==> config.mk <==
export PLATFORM = sky130hd
export DESIGN_NAME = modbus_rtu_frame_receiver_top_flat
export DESIGN_NICKNAME = d
export VERILOG_FILES = /design/src/rtl/mbrtu_pkg.sv /design/src/rtl/mbrtu_if.sv /design/src/rtl/modbus_rtu_frame_receiver_top.sv /design/src/rtl/mbrtu_csr.sv /design/src/rtl/mbrtu_deframe.sv /design/src/flat_wrapper.sv
export SDC_FILE = /design/constraint.sdc
export NUM_CORES = 1
export LEC_CHECK = 0
export BUFFER_PORTS_ARGS = -buffer_cell sky130_fd_sc_hd__buf_2
export CORE_UTILIZATION = 35
export DETAILED_ROUTE_END_ITERATION = 8
export MAX_ROUTING_LAYER = met4
export SLEW_MARGIN = 10
export SYNTH_ARGS = -nofsm -noshare
export SYNTH_HDL_FRONTEND = slang
export SYNTH_SLANG_ARGS = --single-unit
==> constraint.sdc <==
create_clock -name clock -period 8.29 [get_ports clock]
set_input_delay 0.4145 -clock clock [delete_from_list [all_inputs] [get_ports clock]]
set_output_delay 0.4145 -clock clock [all_outputs]
set_load 0.05 [all_outputs]
==> src/rtl/mbrtu_pkg.sv <==
// shared types and constants of the modbus rtu frame receiver
`default_nettype none

package mbrtu_pkg;

   // input operations
   localparam logic [1:0] OP_BYTE    = 2'd0;
   localparam logic [1:0] OP_IDLE    = 2'd1;
   localparam logic [1:0] OP_RELEASE = 2'd2;

   // modbus function codes
   localparam logic [7:0] FUNC_READ_REGS  = 8'd3;
   localparam logic [7:0] FUNC_WRITE_REG  = 8'd6;
   localparam logic [7:0] FUNC_WRITE_REGS = 8'd16;

   // command kinds
   localparam logic [1:0] CMD_READ_REGS  = 2'd0;
   localparam logic [1:0] CMD_WRITE_REG  = 2'd1;
   localparam logic [1:0] CMD_WRITE_REGS = 2'd2;

   // register indexes
   localparam logic [1:0] CSR_SLAVE_ADDR  = 2'd0;
   localparam logic [1:0] CSR_BCAST_ADDR  = 2'd1;
   localparam logic [1:0] CSR_SERIES_ADDR = 2'd2;
   localparam logic [1:0] CSR_SERIES_VAL  = 2'd3;

   localparam logic [7:0] SLAVE_ADDR_RESET = 8'd1;
   localparam logic [7:0] BCAST_ADDR_RESET = 8'd0;

   // byte positions inside a request
   localparam int unsigned POS_ADDR      = 0;
   localparam int unsigned POS_FUNC      = 1;
   localparam int unsigned POS_START_HI  = 2;
   localparam int unsigned POS_START_LO  = 3;
   localparam int unsigned POS_COUNT_HI  = 4;
   localparam int unsigned POS_COUNT_LO  = 5;
   localparam int unsigned POS_BYTE_CNT  = 6;
   localparam int unsigned POS_FIXED_END = 7;
   localparam int unsigned POS_DATA      = 7;
   localparam int unsigned MULTI_OVERHEAD = 8;

   // series byte index: 7 + 2 * 16-bit offset
   localparam int unsigned SERIES_IDX_W = 18;
   // end position compare width
   localparam int unsigned END_W = 10;

   typedef struct packed {
      logic [1:0] op;
      logic [7:0] rx_byte;
   } req_type;

   typedef struct packed {
      logic [7:0] byte_index;
      logic       byte_kept;
      logic       frame_done;
      logic [1:0] command;
      logic       series_ok;
      logic       frame_dropped;
      logic       busy_res;
   } rsp_type;

   typedef struct packed {
      logic [7:0]  slave_address;
      logic [7:0]  broadcast_address;
      logic [15:0] series_register_address;
      logic [15:0] expected_series_value;
   } cfg_type;

endpackage

`default_nettype wire

==> src/rtl/mbrtu_if.sv <==
// channel interfaces of the modbus rtu frame receiver
`default_nettype none

interface mbrtu_req_if;
   logic       valid;
   logic       ready;
   logic [1:0] op;
   logic [7:0] rx_byte;

   modport source (output valid, output op, output rx_byte, input ready);
   modport sink (input valid, input op, input rx_byte, output ready);
endinterface

interface mbrtu_rsp_if;
   logic       valid;
   logic       ready;
   logic [7:0] byte_index;
   logic       byte_kept;
   logic       frame_done;
   logic [1:0] command;
   logic       series_ok;
   logic       frame_dropped;
   logic       busy_res;

   modport source (output valid, output byte_index, output byte_kept, output frame_done,
                   output command, output series_ok, output frame_dropped,
                   output busy_res, input ready);
   modport sink (input valid, input byte_index, input byte_kept, input frame_done,
                 input command, input series_ok, input frame_dropped,
                 input busy_res, output ready);
endinterface

interface mbrtu_csr_if;
   logic        valid;
   logic        ready;
   logic [1:0]  index;
   logic [15:0] wdata;

   modport source (output valid, output index, output wdata, input ready);
   modport sink (input valid, input index, input wdata, output ready);
endinterface

`default_nettype wire

==> src/rtl/modbus_rtu_frame_receiver_top.sv <==
// Modbus RTU request receiver: tracks frame length and addressing of received bytes.
// Each transaction on req_bus gives exactly one transaction on rsp_bus. One transaction
// is taken per clock cycle unless rsp_bus stalls; a transaction passes an input register
// and then a result register, which offers its result on rsp_bus. req_bus.ready
// follows rsp_bus.ready in the same cycle when both registers are full. The configuration
// port is always ready and should be written only while no transaction is in flight.
`default_nettype none

module modbus_rtu_frame_receiver_top
   import mbrtu_pkg::*;
#(
   parameter int unsigned BUFFER_SIZE = 256
)
(
   input wire logic  clock,
   input wire logic  reset,
   mbrtu_req_if.sink req_bus,
   mbrtu_rsp_if.source rsp_bus,
   mbrtu_csr_if.sink csr_bus
);

   cfg_type cfg;
   logic    req_valid_ff;
   logic    req_valid_in;
   req_type req_data_ff;
   logic    rsp_valid_ff;
   logic    rsp_valid_in;
   rsp_type rsp_data_ff;
   rsp_type rsp_data_in;
   logic    advance;
   logic    req_take;

   assign csr_bus.ready = 1'b1;

   mbrtu_csr u_csr (
      .clock    (clock),
      .reset    (reset),
      .wr_en    (csr_bus.valid),
      .wr_index (csr_bus.index),
      .wr_data  (csr_bus.wdata),
      .cfg      (cfg)
   );

   assign advance       = req_valid_ff && (!rsp_valid_ff || rsp_bus.ready);
   assign req_bus.ready = !req_valid_ff || advance;
   assign req_take      = req_bus.valid && req_bus.ready;

   assign req_valid_in  = req_bus.ready ? req_bus.valid : req_valid_ff;
   assign rsp_valid_in  = advance || (rsp_valid_ff && !rsp_bus.ready);

   mbrtu_deframe #(
      .BUFFER_SIZE (BUFFER_SIZE)
   ) u_deframe (
      .clock  (clock),
      .reset  (reset),
      .step   (advance),
      .item   (req_data_ff),
      .cfg    (cfg),
      .result (rsp_data_in)
   );

   always_ff @(posedge clock) begin
      if (reset) begin
         req_valid_ff <= 1'b0;
         rsp_valid_ff <= 1'b0;
      end else begin
         req_valid_ff <= req_valid_in;
         rsp_valid_ff <= rsp_valid_in;
      end
   end

   always_ff @(posedge clock) begin
      if (req_take) begin
         req_data_ff.op      <= req_bus.op;
         req_data_ff.rx_byte <= req_bus.rx_byte;
      end
      if (advance) begin
         rsp_data_ff <= rsp_data_in;
      end
   end

   assign rsp_bus.valid         = rsp_valid_ff;
   assign rsp_bus.byte_index    = rsp_data_ff.byte_index;
   assign rsp_bus.byte_kept     = rsp_data_ff.byte_kept;
   assign rsp_bus.frame_done    = rsp_data_ff.frame_done;
   assign rsp_bus.command       = rsp_data_ff.command;
   assign rsp_bus.series_ok     = rsp_data_ff.series_ok;
   assign rsp_bus.frame_dropped = rsp_data_ff.frame_dropped;
   assign rsp_bus.busy_res      = rsp_data_ff.busy_res;

endmodule

`default_nettype wire

==> src/rtl/mbrtu_csr.sv <==
// configuration register bank
`default_nettype none

module mbrtu_csr
   import mbrtu_pkg::*;
(
   input  wire logic        clock,
   input  wire logic        reset,
   input  wire logic        wr_en,
   input  wire logic [1:0]  wr_index,
   input  wire logic [15:0] wr_data,
   output      cfg_type     cfg
);

   cfg_type cfg_ff;
   cfg_type cfg_in;

   always_comb begin
      cfg_in = cfg_ff;
      if (wr_en) begin
         unique case (wr_index)
            CSR_SLAVE_ADDR:  cfg_in.slave_address           = wr_data[7:0];
            CSR_BCAST_ADDR:  cfg_in.broadcast_address       = wr_data[7:0];
            CSR_SERIES_ADDR: cfg_in.series_register_address = wr_data;
            CSR_SERIES_VAL:  cfg_in.expected_series_value   = wr_data;
            default:         cfg_in = cfg_ff;
         endcase
      end
   end

   always_ff @(posedge clock) begin
      if (reset) begin
         cfg_ff.slave_address           <= SLAVE_ADDR_RESET;
         cfg_ff.broadcast_address       <= BCAST_ADDR_RESET;
         cfg_ff.series_register_address <= '0;
         cfg_ff.expected_series_value   <= '0;
      end else begin
         cfg_ff <= cfg_in;
      end
   end

   assign cfg = cfg_ff;

endmodule

`default_nettype wire

==> src/rtl/mbrtu_deframe.sv <==
// frame tracking state and per-transaction next-state logic
`default_nettype none

module mbrtu_deframe
   import mbrtu_pkg::*;
#(
   parameter int unsigned BUFFER_SIZE = 256
)
(
   input  wire logic    clock,
   input  wire logic    reset,
   input  wire logic    step,
   input  wire req_type item,
   input  wire cfg_type cfg,
   output      rsp_type result
);

   localparam int unsigned PW = $clog2(BUFFER_SIZE + 1);

   typedef struct packed {
      logic [PW-1:0] position;
      logic          complete_flag;
      logic [1:0]    command_kind;
      logic [7:0]    data_byte_count;
      logic [15:0]   start_register;
      logic [15:0]   register_count;
      logic [15:0]   captured_series;
   } frame_type;

   frame_type                 frame_ff;
   frame_type                 frame_in;
   frame_type                 base;
   logic [PW-1:0]             p;
   logic [PW-1:0]             p_next;
   logic                      handled;
   logic [15:0]               series_offset;
   logic                      series_covered;
   logic [SERIES_IDX_W-1:0]   series_idx;
   logic [SERIES_IDX_W-1:0]   p_wide;

   // where the protected value sits in the frame, zero if not covered
   assign series_offset  = cfg.series_register_address - frame_ff.start_register;
   assign series_covered = (frame_ff.register_count != '0)
                        && (cfg.series_register_address >= frame_ff.start_register)
                        && (series_offset < frame_ff.register_count);
   assign series_idx     = series_covered
                         ? SERIES_IDX_W'(POS_DATA) + {1'b0, series_offset, 1'b0}
                         : '0;

   always_comb begin
      frame_in = frame_ff;
      base     = frame_ff;
      handled  = 1'b0;
      p        = '0;
      p_next   = '0;
      p_wide   = '0;
      result   = '0;
      unique case (item.op)
         OP_BYTE: begin
            result.byte_kept = 1'b1;
            if (frame_ff.position >= PW'(BUFFER_SIZE)) begin
               base                 = '0;
               result.frame_dropped = 1'b1;
            end
            p                 = base.position;
            p_next            = p + 1'b1;
            p_wide            = SERIES_IDX_W'(p);
            result.byte_index = 8'(p);
            frame_in          = base;
            if (p == PW'(POS_ADDR)) begin
               if (item.rx_byte != cfg.slave_address
                   && item.rx_byte != cfg.broadcast_address) begin
                  frame_in         = '0;
                  result.byte_kept = 1'b0;
                  handled          = 1'b1;
               end
            end else if (p == PW'(POS_FUNC)) begin
               unique case (item.rx_byte)
                  FUNC_READ_REGS:  frame_in.command_kind = CMD_READ_REGS;
                  FUNC_WRITE_REG:  frame_in.command_kind = CMD_WRITE_REG;
                  FUNC_WRITE_REGS: frame_in.command_kind = CMD_WRITE_REGS;
                  default: begin
                     frame_in             = '0;
                     result.byte_kept     = 1'b0;
                     result.frame_dropped = 1'b1;
                     handled              = 1'b1;
                  end
               endcase
            end else begin
               if (p == PW'(POS_START_HI)) frame_in.start_register[15:8] = item.rx_byte;
               if (p == PW'(POS_START_LO)) frame_in.start_register[7:0]  = item.rx_byte;
               if (p == PW'(POS_COUNT_HI)) frame_in.register_count[15:8] = item.rx_byte;
               if (p == PW'(POS_COUNT_LO)) frame_in.register_count[7:0]  = item.rx_byte;
               if (p == PW'(POS_BYTE_CNT)) frame_in.data_byte_count      = item.rx_byte;

               if (base.command_kind == CMD_READ_REGS || base.command_kind == CMD_WRITE_REG) begin
                  if (p == PW'(POS_FIXED_END)) begin
                     frame_in.complete_flag = 1'b1;
                     frame_in.position      = p_next;
                     result.frame_done      = 1'b1;
                     result.series_ok       = 1'b1;
                     handled                = 1'b1;
                  end
               end else if (base.command_kind == CMD_WRITE_REGS) begin
                  if (p == PW'(POS_BYTE_CNT)
                      && END_W'(item.rx_byte) + END_W'(MULTI_OVERHEAD) >= END_W'(BUFFER_SIZE)) begin
                     frame_in             = '0;
                     result.byte_kept     = 1'b0;
                     result.frame_dropped = 1'b1;
                     handled              = 1'b1;
                  end else if (p >= PW'(POS_DATA)) begin
                     if (!base.complete_flag && series_idx != '0) begin
                        if (p_wide == series_idx) begin
                           frame_in.captured_series[15:8] = item.rx_byte;
                        end else if (p_wide == series_idx + 1'b1) begin
                           frame_in.captured_series[7:0] = item.rx_byte;
                        end
                     end
                     if (END_W'(p) == END_W'(base.data_byte_count) + END_W'(MULTI_OVERHEAD)) begin
                        frame_in.complete_flag = 1'b1;
                        frame_in.position      = p_next;
                        result.frame_done      = 1'b1;
                        handled                = 1'b1;
                        priority if (series_idx == '0) begin
                           result.series_ok = 1'b1;
                        end else if (series_idx >= p_wide) begin
                           result.series_ok = 1'b0;
                        end else begin
                           result.series_ok = (frame_in.captured_series
                                               == cfg.expected_series_value);
                        end
                     end
                  end
               end else begin
                  frame_in             = '0;
                  result.byte_kept     = 1'b0;
                  result.frame_dropped = 1'b1;
                  handled              = 1'b1;
               end
            end
            if (!handled) begin
               frame_in.position = p_next;
               if (p_next >= PW'(BUFFER_SIZE)) begin
                  frame_in             = '0;
                  result.byte_kept     = 1'b0;
                  result.frame_dropped = 1'b1;
               end
            end
         end
         OP_IDLE: begin
            if (frame_ff.position != '0 && !frame_ff.complete_flag) begin
               frame_in             = '0;
               result.frame_dropped = 1'b1;
            end
         end
         OP_RELEASE: begin
            if (frame_ff.complete_flag) begin
               frame_in = '0;
            end
         end
         default: frame_in = frame_ff;
      endcase
      result.command  = frame_in.command_kind;
      result.busy_res = (frame_in.position != '0) || frame_in.complete_flag;
   end

   always_ff @(posedge clock) begin
      if (reset) begin
         frame_ff <= '0;
      end else if (step) begin
         frame_ff <= frame_in;
      end
   end

endmodule

`default_nettype wire

==> src/flat_wrapper.sv <==
// flat-port wrapper written by rule: the top's interface ports become plain ports
module modbus_rtu_frame_receiver_top_flat import mbrtu_pkg::*;
#(
   parameter int unsigned BUFFER_SIZE = 256
)
  (clock, reset, req_bus_valid, req_bus_op, req_bus_rx_byte, req_bus_ready, rsp_bus_valid, rsp_bus_byte_index, rsp_bus_byte_kept, rsp_bus_frame_done, rsp_bus_command, rsp_bus_series_ok, rsp_bus_frame_dropped, rsp_bus_busy_res, rsp_bus_ready, csr_bus_valid, csr_bus_index, csr_bus_wdata, csr_bus_ready);
  mbrtu_req_if req_bus_i ();
  mbrtu_rsp_if rsp_bus_i ();
  mbrtu_csr_if csr_bus_i ();
  input wire logic clock;
  input wire logic reset;
  input wire logic [$bits(req_bus_i.valid)-1:0] req_bus_valid;
  input wire logic [$bits(req_bus_i.op)-1:0] req_bus_op;
  input wire logic [$bits(req_bus_i.rx_byte)-1:0] req_bus_rx_byte;
  output wire logic [$bits(req_bus_i.ready)-1:0] req_bus_ready;
  output wire logic [$bits(rsp_bus_i.valid)-1:0] rsp_bus_valid;
  output wire logic [$bits(rsp_bus_i.byte_index)-1:0] rsp_bus_byte_index;
  output wire logic [$bits(rsp_bus_i.byte_kept)-1:0] rsp_bus_byte_kept;
  output wire logic [$bits(rsp_bus_i.frame_done)-1:0] rsp_bus_frame_done;
  output wire logic [$bits(rsp_bus_i.command)-1:0] rsp_bus_command;
  output wire logic [$bits(rsp_bus_i.series_ok)-1:0] rsp_bus_series_ok;
  output wire logic [$bits(rsp_bus_i.frame_dropped)-1:0] rsp_bus_frame_dropped;
  output wire logic [$bits(rsp_bus_i.busy_res)-1:0] rsp_bus_busy_res;
  input wire logic [$bits(rsp_bus_i.ready)-1:0] rsp_bus_ready;
  input wire logic [$bits(csr_bus_i.valid)-1:0] csr_bus_valid;
  input wire logic [$bits(csr_bus_i.index)-1:0] csr_bus_index;
  input wire logic [$bits(csr_bus_i.wdata)-1:0] csr_bus_wdata;
  output wire logic [$bits(csr_bus_i.ready)-1:0] csr_bus_ready;
  assign req_bus_i.valid = req_bus_valid;
  assign req_bus_i.op = req_bus_op;
  assign req_bus_i.rx_byte = req_bus_rx_byte;
  assign req_bus_ready = req_bus_i.ready;
  assign rsp_bus_valid = rsp_bus_i.valid;
  assign rsp_bus_byte_index = rsp_bus_i.byte_index;
  assign rsp_bus_byte_kept = rsp_bus_i.byte_kept;
  assign rsp_bus_frame_done = rsp_bus_i.frame_done;
  assign rsp_bus_command = rsp_bus_i.command;
  assign rsp_bus_series_ok = rsp_bus_i.series_ok;
  assign rsp_bus_frame_dropped = rsp_bus_i.frame_dropped;
  assign rsp_bus_busy_res = rsp_bus_i.busy_res;
  assign rsp_bus_i.ready = rsp_bus_ready;
  assign csr_bus_i.valid = csr_bus_valid;
  assign csr_bus_i.index = csr_bus_index;
  assign csr_bus_i.wdata = csr_bus_wdata;
  assign csr_bus_ready = csr_bus_i.ready;
  modbus_rtu_frame_receiver_top #(.BUFFER_SIZE(BUFFER_SIZE)) u_core (.clock(clock), .reset(reset), .req_bus(req_bus_i), .rsp_bus(rsp_bus_i), .csr_bus(csr_bus_i));
endmodule
After elaboration in Yosys (flattened, before gate mapping)
Cells that the tools add are included.

Bitwise operators: 1. Add/subtract/negate cells: 6. Reductions and logical operators: 36. Order comparisons: 7. Equal/unequal tests: 25. Muxes and demuxes: 81.

Operators with widths (count): 68-bit 2-to-1 mux (10); 68-bit one-hot mux with 3 select lines (1); 16-bit 2-to-1 mux (10); 8-bit 2-to-1 mux (8); 10-bit 2-to-1 mux (6); 58-bit 2-to-1 mux (1); 56-bit 2-to-1 mux (1); 42-bit 2-to-1 mux (1); 1-bit 2-to-1 mux (40); 9-bit by 18-bit == test with 1-bit output (2); 9-bit by 3-bit == test with 1-bit output (second input constant) (4); 9-bit >= comparator (second input constant) (3); 18-bit by 1-bit adder with 18-bit output (second input constant) (1); 3-bit by 17-bit adder with 18-bit output (first input constant) (1); 8-bit by 4-bit adder with 9-bit output (second input constant) (2); 9-bit by 2-bit == test with 1-bit output (second input constant) (2); 18-bit by 9-bit >= comparator with 1-bit output (1); 18-bit logical NOT (1); 18-bit 2-to-1 mux (1); 18-bit nonzero test (1); 9-bit nonzero test (2); 16-bit == test (1); 16-bit >= comparator (1); 16-bit < comparator (1); other kinds (25) (54).

Logic and storage cells: 178. Bits of input ports: 33. Register bits after elaboration: 143. Output and inout port bits: 18.

Logic depth before layout (Yosys ltp)
Gate-level depths: netlist of run 1.

Depth after elaboration: 27. Depth in mapped cells: 32. Mapped depth without buffers: 30.

Cells and area by module
A second synthesis of run 1 with hierarchy kept.

Cells, all modules: 1240. Area, all modules: 10212.3 um^2.

By module, submodules not included: mbrtu_deframe (cells an instance 1025, seq. area each 1361.3 um^2, instances 1, area an instance 7399.6 um^2); mbrtu_csr (cells an instance 178, seq. area each 960.9 um^2, instances 1, area an instance 1946.9 um^2); modbus_rtu_frame_receiver_top (cells an instance 37, seq. area each 790.8 um^2, instances 1, area an instance 865.8 um^2).

Worst setup path before layout of run 1
No wires, ideal clock.

Path kind: register -> register. Start: register u_core.u_deframe.frame_ff[35] (netlist bit). End: register u_core.rsp_data_ff (netlist bit u_core.rsp_bus.series_ok), data pin. Stages on the path, launching flop included: 32. Library setup time: 180 ps. Period minus slack after synthesis: 7042 ps. Arrival: 6862 ps. Buffers on the path: 4. Path slack: 1248 ps. Required time: 8110 ps. Path through: dfxtp_1 -> inv_1 -> ha_1 -> buf_2 -> o211a_1 -> a21boi_4 -> o21ai_1 -> a21boi_0 -> nor2_1 -> ha_1 -> and4_1 -> a2111oi_0 -> o311a_1 -> o41ai_1 -> a21oi_1 -> buf_2 -> clkbuf_1 -> and2_1 -> ha_1 -> inv_1 -> or2_2 -> nor2_1 -> and3_1 -> clkbuf_1 -> a32o_1 -> a211oi_1 -> a2111o_1 -> nor4b_2 -> nand3_1 -> mux2i_1 -> or4_1 -> o41ai_2.

Cells in the longest elaborated chain, start to end: 24. Elaborated cells on any way between the ends: 33. Those cells by class: 3 x add/sub; 3 x order compare; 3 x eq/ne; 19 x mux; 5 x reduce/logical.

Ends and longest elaborated chain: from (decl) (line mbrtu_deframe.sv:30) `frame_type frame_ff;`; from (signal assigned) (line mbrtu_deframe.sv:171) `frame_ff <= frame_in;`; 16-bit subtractor / 16-bit >= comparator (equally long branches) (line mbrtu_deframe.sv:42, mbrtu_deframe.sv:44); 16-bit < comparator / 1-bit logical AND (equally long branches) (line mbrtu_deframe.sv:45, mbrtu_deframe.sv:44); 1-bit logical AND (line mbrtu_deframe.sv:45) `&& (series_offset < frame_ff.register_count);`; 18-bit 2-to-1 mux * (line mbrtu_deframe.sv:47) `? SERIES_IDX_W'(POS_DATA) + {1'b0, series_offset, 1'b0}`; 18-bit by 1-bit adder with 18-bit output (line mbrtu_deframe.sv:115) `end else if (p_wide == series_idx + 1'b1) begin`; 9-bit by 18-bit == test with 1-bit output (line mbrtu_deframe.sv:115); 8-bit 2-to-1 mux (line mbrtu_deframe.sv:115); 8-bit 2-to-1 mux (line mbrtu_deframe.sv:113) `if (p_wide == series_idx) begin`; (+8 left out); 16-bit == test (line mbrtu_deframe.sv:130) `== cfg.expected_series_value);`; 1-bit 2-to-1 mux (line mbrtu_deframe.sv:126) `end else if (series_idx >= p_wide) begin`; 1-bit 2-to-1 mux * (line mbrtu_deframe.sv:124) `priority if (series_idx == '0) begin`; 1-bit 2-to-1 mux * (line mbrtu_deframe.sv:119) `if (END_W'(p) == END_W'(base.data_byte_count) + END_W'(MULTI_OVERHEAD)) begin`; 1-bit 2-to-1 mux * (line mbrtu_deframe.sv:111) `end else if (p >= PW'(POS_DATA)) begin`; 1-bit 2-to-1 mux * (line mbrtu_deframe.sv:105) `if (p == PW'(POS_BYTE_CNT)`; 1-bit 2-to-1 mux * (line mbrtu_deframe.sv:104) `end else if (base.command_kind == CMD_WRITE_REGS) begin`; 1-bit 2-to-1 mux * (line mbrtu_deframe.sv:96) `if (base.command_kind == CMD_READ_REGS || base.command_kind == CMD_WRITE_REG) begin`; to (signal assigned) (line modbus_rtu_frame_receiver_top.sv:78) `rsp_data_ff <= rsp_data_in;`; to (decl) (line modbus_rtu_frame_receiver_top.sv:28) `rsp_type rsp_data_ff;`.

Mark *: on every way between the ends. The rest lies on a longest branch, timed or not. The select of a mux whose other input is x is not followed. A chain may end at the register's enable or synchronous reset.

Worst setup path in the final report of run 1
Start: register u_core.u_deframe.frame_ff[36] (netlist bit). End: register u_core.rsp_data_ff (netlist bit u_core.rsp_bus.series_ok), data pin.

The elaborated chain is that of the path after synthesis.

==> run_results.csv, run 1 <==
group,metric,value,unit
flow_run,drv_cap,0,
clock_network,clock-sinks,143,
finish,final_cell_mix,"nor2_1, nand2_1, dfxtp_1",
global_route,grt_antenna_before_repair,1,
worst_setup_path,reg2regPathDepth,28,
sta,timing_hold_violations_final,0,
power_and_ir_drop,switching_power,0.6953,mW
synthesis,netlist-cell-type-count,96,
synthesis,syn_inst,1313,
synthesis,postSynthAreaPerCell,7.856,um2
power_and_ir_drop,swShare,34.40,%
worst_setup_path,cpPeakStageDelay,560,ps
synthesis,synth-seq-area-share,30.18,%
status,outcome,"complete, no violations",
sta,finalMaxSlewViolations,0,
worst_setup_path,cp.required,8540,ps
synthesis,synth-seq-cells,143,
synthesis,synth-main-ff-cell,"dfxtp_1",
global_route,overflow,0,
sta,fin_skew,12.20,ps
place,dpl.hpwl,24160,um
detailed_routing,drc,0,
clock_network,holdBufCountCts,0,
global_route,track_usage,22.28,%
clock_network,clk_latency,440,ps
sta,min_period,7737,ps
min_path,whs_endpoint,"u_core.req_data_ff[0]",
clock_network,cts_setup_buffers,0,
min_path,whs_path_depth,1,
sta,setup_tns,0,ps
min_path,hp-class,"primary input to flop",
worst_setup_path,cp.arrival,7990,ps
worst_setup_path,crit_slowest_cell,"a21boi_0",
clock_network,clk_path_buf_depth,2,
finish,seqCellArea,3113,um2
worst_setup_path,cp_top_family,"compound AO/OA/AOI/OAI gates",
global_route,grt_max_degree,66,
detailed_routing,drt_iter0_drc,861,
power_and_ir_drop,power.share.combinational,22.3,%
floorplan,fp.dieH,173.7,um
sta,max_slew_margin,31.32,%
worst_setup_path,r2r_end,"u_core.rsp_bus.series_ok",
finish,nets,1405,
worst_setup_path,timing.rr.start,"u_core.u_deframe.frame_ff[36]",
worst_setup_path,worst-setup-path-type,"flop to flop",
min_path,worstHoldStart,"req_bus_rx_byte[0]",
sta,fin_crit_sh,93.33,%
worst_setup_path,critPathCaptureType,"flop",
finish,multiInputGateArea,6665,um2
global_route,grt_pass1_vias,9141,
synthesis,syn-cell-area,10310,um2
worst_setup_path,timing.critical_path.buf_inv,3,
detailed_routing,post_drt_via_cell_ratio,5.775,
power_and_ir_drop,peakVddDrop,0.1198,mV
worst_setup_path,worstPathMaxFanout,23,
power_and_ir_drop,power_frac_seq,37.6,%
place,place_congestion,0.9573,
finish,layout-drive-gt1-share,10.40,%
power_and_ir_drop,finalPower,2.021,mW
synthesis,synth_edf_count,25,
floorplan,core,28860,um2
clock_network,cts_root_buffer,"clkbuf_16",
clock_network,cts_resized,0,
detailed_routing,antenna_left,0,
place,io_buffers,49,
power_and_ir_drop,p_int,1.326,mW
worst_setup_path,rrSetupSlack,550,ps
clock_network,htreeDepth,4,
detailed_routing,wl_per_cell,19.12,um
power_and_ir_drop,clkPwrFrac,40.1,%
floorplan,design.die.area,30160,um2
floorplan,rows,62,
power_and_ir_drop,cellPowerDensity,176.3,nW/um2
finish,syn_to_final_growth,11.14,%
floorplan,die_w,173.7,um
detailed_routing,firstDrtPassIters,5,
floorplan,initial_core_util,35.74,%
global_route,grt_pass1_wl,51830,um
detailed_routing,vias,9944,
floorplan,pin_count,51,
synthesis,ys_warn_count,0,
sta,setup_viol,0,
finish,fill_cells,2995,
finish,layout_commonest_cell,"nor2_1",
synthesis,synthArstFlopShare,0,%
clock_network,numCtsBuffers,17,
sta,max_clock_freq,0.1292,GHz
clock_network,cts_tree,"built",
sta,rsz0062_at_grt,"false",
power_and_ir_drop,power_leakage,4.386,nW
clock_network,path_clk_slew,70,ps
sta,tightestPinTransition,1026,ps
detailed_routing,routed_wl,32930,um
worst_setup_path,crit_path_frequent_cell,"ha_1",
worst_setup_path,start_kind,"flop",
-- Yosys cell counts (16+ instances only) --
library cell / instances / area share, %
inv_1: 68 / 2.5
a21o_1: 17 / 1.2
nor2_1: 152 / 5.5
ha_1: 47 / 5.7
nand4_1: 27 / 1.6
nor3_1: 20 / 0.97
edfxtp_1: 25 / 7.3
o21ai_0: 53 / 2.6
a22oi_1: 44 / 3.2
nand2_1: 147 / 5.3
clkbuf_1: 49 / 1.8
and3_1: 16 / 0.97
a21oi_1: 89 / 4.3
xnor2_1: 34 / 2.9
nand3_1: 41 / 2.0
mux2i_1: 29 / 2.8
dfxtp_1: 118 / 23
xor2_1: 32 / 2.7
nor2b_1: 27 / 1.6
or3_1: 19 / 1.2
-- power groups by stage --
stage	registers, mW	logic, mW	clock network [mW]
floorplan	0.765	0.322	0
global placement	0.774	0.443	0
detailed placement	0.774	0.440	0
CTS	0.758	0.443	0.819
global route	0.761	0.493	0.847
finish	0.759	0.451	0.811
-- routing by layer --
layer | global-route usage, % | vias to the layer above | part of all wire (%)
met2 | 33.87 | 386 | 45
met3 | 4.013 | 55 | 6.3
met1 | 30.13 | 4709 | 47
li1 | - | 4794 | -
met4 | 6.250 | 0 | 2.2
met5 | - | - | 0
-- per-stage QoR --
| step | util (%) | area, um2 | hold slack, ps | instances | setup WS (ps) |
|---|---|---|---|---|---|
| 2_1_floorplan | - | 10320 | 425.4 | 1314 | 1248 |
| 3_3_place_gp | 37.59 | 10850 | 441.6 | 1689 | 899.0 |
| 3_5_place_dp | 37.59 | 10850 | 454.5 | 1689 | 732.2 |
| 4_1_cts | 39.72 | 11460 | 142.4 | 1721 | 663.8 |
| 5_1_grt | 39.72 | 11460 | 138.6 | 1722 | 21.17 |
| 6_report | 39.72 | 11460 | 154.3 | 1722 | 552.8 |
-- worst register-to-register path: cells and delay by family, from the launching register on --
family | cells | cell delay, ps
AO/OA/AOI/OAI | 12 | 3000
adder cells (fa/ha/maj) | 3 | 990
multiplexers | 1 | 200
AND/OR/NAND/NOR | 9 | 2660
buffers and inverters | 3 | 380
flip-flops | 1 | 340
-- how the worst max path moves through the flow --
stage                                   from                       end  cells past startpoint
5_1_grt        u_core.u_deframe.frame_ff[39]  u_core.rsp_bus.series_ok                     28
4_1_cts        u_core.u_deframe.frame_ff[36]  u_core.rsp_bus.series_ok                     28
2_1_floorplan  u_core.u_deframe.frame_ff[35]  u_core.rsp_bus.series_ok                     31
6_report       u_core.u_deframe.frame_ff[36]  u_core.rsp_bus.series_ok                     28
3_3_place_gp   u_core.u_deframe.frame_ff[36]  u_core.rsp_bus.series_ok                     28
3_5_place_dp   u_core.u_deframe.frame_ff[40]  u_core.rsp_bus.series_ok                     28
-- cell type report --
class,count,area share [%]
Antenna cell,1,0.02183
Tap cell,384,4.191
Sequential cell,143,27.16
Clock inverter,14,1.419
Timing Repair Buffer,59,2.816
Clock buffer,18,3.929
Multi-Input combinational cell,1032,58.14
Inverter,71,2.325
-- flip-flops by register name, summed over array words and instances, names as in the netlist --
register and cells:
u_core.u_deframe.frame_ff 68, u_core.rsp_bus.command 2, u_core.rsp_bus.series_ok 1, u_core.rsp_bus.valid 1, u_core.req_valid_ff 1, u_core.rsp_bus.busy_res 1
u_core.rsp_bus.frame_done 1, u_core.req_data_ff 10, u_core.rsp_bus.byte_kept 1, u_core.rsp_bus.frame_dropped 1, u_core.rsp_bus.byte_index 8, u_core.u_csr.cfg 48
-- kinds of logic (layout without fill, tap and decap cells) --
| logic type | count (synthesis) | count (layout) | share of synthesized area (%) |
|---|---|---|---|
| AO/OA/AOI/OAI | 354 | 354 | 24.10 |
| buffers and inverters | 139 | 162 | 5.349 |
| flip-flops | 143 | 143 | 30.18 |
| other | 1 | 3 | 0.03636 |
| AND/OR/NAND/NOR | 528 | 528 | 25.44 |
| adder cells (fa/ha/maj) | 48 | 48 | 5.895 |
| XOR/XNOR | 66 | 66 | 5.604 |
| multiplexers | 34 | 34 | 3.396 |
No activity file was read; power rests on OpenSTA's default activity.
==> run 2: changes to the inputs <==
Settings changed: RECOVER_POWER set to 25.
==> run_results.csv, run 2 (synthesis gave the netlist of run 1 again) <==
group,metric,value,unit
status,outcome,"complete, but fails checks",
status,violations,"capacitance limit, slew limit",
finish,seqCellArea,3113,um2
floorplan,fp.dieH,173.7,um
floorplan,initial_core_util,35.74,%
worst_setup_path,start_kind,"flop",
worst_setup_path,rrSetupSlack,560,ps
sta,timing_hold_violations_final,0,
worst_setup_path,crit_path_frequent_cell,"ha_1",
power_and_ir_drop,power.share.combinational,22.3,%
power_and_ir_drop,clkPwrFrac,40.1,%
clock_network,cts_setup_buffers,0,
detailed_routing,post_drt_via_cell_ratio,5.747,
sta,tightestPinTransition,2757,ps
floorplan,core,28860,um2
sta,setup_tns,0,ps
detailed_routing,drt_iter0_drc,855,
clock_network,holdBufCountCts,0,
finish,syn_to_final_growth,11.03,%
detailed_routing,antenna_left,0,
clock_network,cts_tree,"built",
finish,fin_cells,1722,
global_route,grt_pass1_vias,9141,
clock_network,clk_latency,440,ps
worst_setup_path,cpPeakStageDelay,560,ps
detailed_routing,wl_per_cell,19.08,um
clock_network,cts_root_buffer,"clkbuf_16",
min_path,hp-class,"primary input to flop",
finish,layout-drive-gt1-share,10.17,%
worst_setup_path,critPathCaptureType,"flop",
power_and_ir_drop,swShare,34.38,%
finish,layout_commonest_cell,"nor2_1",
finish,final_cell_mix,"nor2_1, nand2_1, dfxtp_1",
place,dpl.cell_count,1689,
floorplan,die_w,173.7,um
sta,max_clock_freq,0.1293,GHz
sta,finalMaxSlewViolations,150,
worst_setup_path,cp.required,8540,ps
finish,fill_cells,2998,
sta,fin_crit_sh,93.30,%
power_and_ir_drop,p_int,1.326,mW
global_route,track_usage,22.28,%
finish,multiInputGateArea,6665,um2
power_and_ir_drop,power_leakage,4.375,nW
flow_run,drv_cap,3,
worst_setup_path,cp.arrival,7980,ps
worst_setup_path,worst-setup-path-type,"flop to flop",
power_and_ir_drop,cellPowerDensity,176.4,nW/um2
sta,max_slew_margin,-83.81,%
finish,nets,1405,
clock_network,clock-sinks,143,
worst_setup_path,worstPathMaxFanout,23,
worst_setup_path,crit_slowest_cell,"a21boi_0",
global_route,grt_max_degree,66,
place,dpl.hpwl,24160,um
place,place_congestion,0.9573,
clock_network,numCtsBuffers,17,
global_route,grt_antenna_before_repair,1,
sta,fin_skew,11.83,ps
sta,rsz0062_at_grt,"false",
global_route,grt_pass1_wl,51830,um
finish,largest_reg_flops,68,
finish,regMostFlops,"u_core.u_deframe.frame_ff",
detailed_routing,vias,9897,
detailed_routing,firstDrtPassIters,5,
detailed_routing,drc,0,
clock_network,path_clk_slew,70,ps
clock_network,clk_path_buf_depth,2,
clock_network,cts_resized,0,
floorplan,rows,62,
power_and_ir_drop,power_frac_seq,37.6,%
global_route,overflow,0,
place,io_buffers,49,
power_and_ir_drop,switching_power,0.6945,mW
clock_network,htreeDepth,4,
detailed_routing,routed_wl,32850,um
floorplan,design.die.area,30160,um2
sta,min_period,7735,ps
sta,setup_viol,0,
floorplan,pin_count,51,
power_and_ir_drop,peakVddDrop,0.1196,mV
run 2: changes by cell type in the layout (fill, tap and decap cells not counted):
cell / previous run / this run
clkbuf_1: 0 / 3
buf_4: 11 / 8
run 2: stage by stage:
| step | setup WS, ps | instance area (um2) | hold slack, ps | util [%] | power, mW |
|---|---|---|---|---|---|
| 2_1_floorplan | 1248 | 10320 | 425.4 | - | 1.087 |
| 3_3_place_gp | 899.0 | 10850 | 441.6 | 37.59 | 1.217 |
| 3_5_place_dp | 732.2 | 10850 | 454.5 | 37.59 | 1.214 |
| 4_1_cts | 663.8 | 11460 | 142.4 | 39.72 | 2.019 |
| 5_1_grt | 21.17 | 11450 | 138.6 | 39.69 | 2.100 |
| 6_report | 555.4 | 11450 | 154.5 | 39.69 | 2.020 |
run 2: final timing paths:
| check | start | endpoint | cells after the start |
|---|---|---|---|
| worst min register to register | u_core.u_csr.cfg[24] | u_core.u_csr.cfg[24] | 2 |
| worst max register to register | u_core.u_deframe.frame_ff[36] | u_core.rsp_bus.series_ok | 28 |
| worst max-delay path | u_core.u_deframe.frame_ff[36] | u_core.rsp_bus.series_ok | 28 |
| worst min-delay path | req_bus_rx_byte[0] | u_core.req_data_ff[0] | 1 |
run 2: critical path: cells and delay by family, from the launching register on:
family,cells,cell delay [ps]
compound gates,12,3000
mux,1,190
fa+ha+maj,3,980
flops,1,340
buf+inv,3,380
simple gates,9,2650
run 2: metal layers:
metal  vias to the layer above  share of wire, %  track usage [%]  wire length, um
met4                         0               2.1            6.250              703
li1                       4795                 -                -                -
met5                         -                 0                -                0
met2                       352                45            33.87            14720
met3                        51               6.0            4.013             1985
met1                      4699                47            30.13            15440
run 2: area by class of cell:
cell class                 count  share of cell area [%]
antenna                        1                 0.02185
clock buffer                  18                   3.933
timing repair buffer          59                   2.720
clock inverter                14                   1.420
sequential                   143                   27.18
multi-input combinational   1032                   58.20
tap                          384                   4.195
inverter                      71                   2.327
run 2: power groups by stage:
stage | Combinational, mW | Sequential [mW] | Clock (mW)
floorplan | 0.322 | 0.765 | 0
global placement | 0.443 | 0.774 | 0
detailed placement | 0.440 | 0.774 | 0
CTS | 0.443 | 0.758 | 0.819
global route | 0.492 | 0.761 | 0.847
finish | 0.450 | 0.759 | 0.811
==> run 3: changes to the inputs <==
Settings changed: SYNTH_HIERARCHICAL set to 1.
==> run_results.csv, run 3 <==
group,metric,value,unit
status,outcome,"complete, but fails checks",
status,violations,"capacitance limit, slew limit",
clock_network,numCtsBuffers,17,
worst_setup_path,cp.required,8470,ps
worst_setup_path,path_cells,"inv_1, ha_1, fa_1, and2b_4, o2111ai_1, a211oi_1, nor3_1, nor3_1, inv_1, ha_1, nand3_1, a2111oi_0, a211o_1, nor2b_1, ha_1, nand4_1, nor3_1, nand2_1, or4_1, or2_1, a31oi_1, o21ai_1, a22oi_1, nor2_1",
finish,regMostFlops,"u_core/u_deframe/frame_ff",
floorplan,fp.dieH,172.8,um
power_and_ir_drop,swShare,31.21,%
place,io_buffers,49,
synthesis,synth-main-ff-cell,"dfxtp_1",
synthesis,synthArstFlopShare,0,%
power_and_ir_drop,cellPowerDensity,169.7,nW/um2
sta,fin_crit_sh,84.35,%
finish,syn_to_final_growth,9.251,%
worst_setup_path,reg2regPathDepth,24,
clock_network,htreeDepth,4,
sta,setup_viol,0,
synthesis,netlist.area_leader.share,23.13,%
floorplan,rows,62,
sta,max_clock_freq,0.1430,GHz
floorplan,die_w,172.8,um
synthesis,syn-num-nets,1321,
worst_setup_path,critPathCaptureType,"flop",
floorplan,pin_count,51,
sta,setup_tns,0,ps
global_route,track_usage,21.13,%
min_path,hp-class,"primary input to flop",
power_and_ir_drop,clkPwrFrac,38.1,%
clock_network,cts_tree,"built",
clock_network,cts_setup_buffers,0,
power_and_ir_drop,power_leakage,4.294,nW
finish,utilization,38.87,%
synthesis,synth-seq-area-share,30.48,%
clock_network,clk_path_buf_depth,2,
power_and_ir_drop,power_frac_seq,40.1,%
worst_setup_path,worstPathMaxFanout,17,
worst_setup_path,cp_top_family,"simple AND/OR/NAND/NOR gates",
detailed_routing,drt_iter0_drc,799,
synthesis,yosysMostFrequentCell,"nor2_1",
synthesis,ys_warn_count,6,
worst_setup_path,crit_slowest_cell,"or4_1",
finish,layout_commonest_cell,"nor2_1",
detailed_routing,vias,9220,
detailed_routing,post_drt_via_cell_ratio,5.612,
clock_network,holdBufCountCts,0,
place,post-place-ws,1581,ps
synthesis,syn-cell-area,10210,um2
floorplan,core,28700,um2
detailed_routing,routed_wl,30540,um
global_route,grt_antenna_before_repair,0,
clock_network,cts_resized,0,
place,place_congestion,0.9488,
worst_setup_path,worstSetupPathDepth,24,
worst_setup_path,timing.rr.start,"u_core/u_csr/cfg[16]",
power_and_ir_drop,power.share.combinational,21.8,%
sta,rsz0062_at_grt,"false",
synthesis,syn_inst,1240,
sta,max_slew_margin,-155.7,%
finish,layout-drive-gt1-share,8.022,%
synthesis,yosys.area.top_type,"dfxtp_1",
synthesis,synth_edf_count,25,
worst_setup_path,start_kind,"flop",
finish,finalInstanceArea,11160,um2
detailed_routing,wl_per_cell,18.59,um
finish,antenna_cells,0,
worst_setup_path,cp-startpoint,"u_core/u_csr/cfg[16]",
synthesis,synth_area_leaders,"dfxtp_1, edfxtp_1, mux2i_1, ha_1, nor2_1",
worst_setup_path,r2r_end,"u_core/u_deframe/frame_ff[11]",
clock_network,path_clk_slew,60,ps
worst_setup_path,worst-setup-path-type,"flop to flop",
worst_setup_path,timing.critical_path.buf_inv,2,
detailed_routing,antenna_left,0,
synthesis,synth_common_cells,"nor2_1, dfxtp_1, nand2_1",
sta,timing_hold_violations_final,0,
place,place_area,10650,um2
power_and_ir_drop,p_int,1.303,mW
synthesis,postSynthAreaPerCell,8.236,um2
power_and_ir_drop,switching_power,0.5910,mW
sta,min_period,6992,ps
sta,fin_skew,8.655,ps
worst_setup_path,worstSetupEndpoint,"u_core/u_deframe/frame_ff[11]",
place,dpl.hpwl,22450,um
detailed_routing,firstDrtPassIters,6,
synthesis,netlist-cell-type-count,97,
clock_network,clock-sinks,143,
worst_setup_path,rrSetupSlack,1300,ps
finish,largest_reg_flops,68,
sta,fin_ws,1298,ps
floorplan,initial_core_util,35.58,%
clock_network,cts_root_buffer,"clkbuf_16",
flow_run,drv_cap,2,
floorplan,design.die.area,29870,um2
global_route,grt_max_degree,107,
worst_setup_path,cpPeakStageDelay,600,ps
clock_network,clk_latency,440,ps
global_route,grt_pass1_vias,8769,
detailed_routing,drc,0,
power_and_ir_drop,peakVddDrop,0.1491,mV
finish,nets,1327,
global_route,grt_pass1_wl,48300,um
finish,final_cell_mix,"nor2_1, dfxtp_1, nand2_1",
synthesis,synth-seq-cells,143,
global_route,overflow,0,
worst_setup_path,cp.arrival,7170,ps
sta,tightestPinTransition,3835,ps
sta,finalMaxSlewViolations,147,
-- run 3: cell count changes in the layout (fill, tap and decap cells not counted), moves of 16 or more --
cell	change
xor2_1	-18
mux2i_1	+32
clkbuf_1	+20
a21oi_1	-24
nand2b_1	+62
buf_2	-16
nor2_1	-23
xnor2_1	+16
nand2_1	-65
-- run 3: cells by family (layout without fill, tap and decap cells) --
group / count (synthesis) / after routing / synth area share, %
AND/OR/NAND/NOR: 474 / 474 / 24.27
XOR/XNOR: 67 / 67 / 6.175
flip-flops: 143 / 143 / 30.48
buffers and inverters: 144 / 163 / 6.077
other: 2 / 2 / 0.07354
multiplexers: 62 / 62 / 6.089
adder cells (fa/ha/maj): 48 / 48 / 5.954
AO/OA/AOI/OAI: 300 / 300 / 20.88
-- run 3: routing by layer --
metal	track usage (%)	share of wire, %	up-vias
met4	8.370	2.7	0
li1	-	-	4499
met1	26.82	46	4355
met3	3.298	5.3	55
met5	-	0	-
met2	33.59	46	311
-- run 3: layout make-up --
type | count | area, um2
Clock buffer | 24 | 504.2
Clock inverter | 8 | 52.55
Fill cell | 3012 | 17550
Inverter | 77 | 289.0
Multi-Input combinational cell | 953 | 6464
Sequential cell | 143 | 3113
Tap cell | 384 | 480.5
Timing Repair Buffer | 54 | 254.0
-- run 3: how the worst min path moves through the flow --
stage | endpoint | from | cells past startpoint
after detailed placement | u_core/u_deframe/frame_ff[2] | u_core/u_deframe/frame_ff[2] | 1
after global routing | u_core/req_data_ff[5] | req_bus_rx_byte[5] | 1
after CTS | u_core/req_data_ff[6] | req_bus_rx_byte[6] | 1
after global placement | u_core/u_deframe/frame_ff[8] | u_core/u_deframe/frame_ff[8] | 2
final | u_core/req_data_ff[4] | req_bus_rx_byte[4] | 1
after floorplan | u_core/u_deframe/frame_ff[16] | u_core/u_deframe/frame_ff[16] | 2
-- run 3: power groups by stage --
stage	Clock, mW	Sequential, mW	Combinational, mW
finish	0.722	0.759	0.413
global route	0.764	0.761	0.452
global placement	0	0.773	0.405
floorplan	0	0.765	0.305
detailed placement	0	0.773	0.406
CTS	0.734	0.758	0.408
-- run 3: through the flow --
stage / instances / total power, mW / hold WS, ps
floorplan: 1240 / 1.070 / 442.4
global placement: 1611 / 1.178 / 461.7
detailed placement: 1611 / 1.179 / 464.8
CTS: 1643 / 1.900 / 132.9
global route: 1643 / 1.976 / 130.9
finish: 1643 / 1.894 / 147.4
-- run 3: worst register-to-register path, cell delays in order, from the launching register on --
cell       delay, ps
dfxtp_1          320
inv_1             40
ha_1             220
fa_1             410
and2b_4          310
o2111ai_1        160
a211oi_1         380
nor3_1            90
nor3_1           570
inv_1            110
ha_1             320
nand3_1          110
a2111oi_0        520
a211o_1          560
nor2b_1          130
ha_1             320
nand4_1          150
nor3_1           300
nand2_1          110
or4_1            600
or2_1            340
a31oi_1          190
o21ai_1          140
a22oi_1          270
nor2_1            60
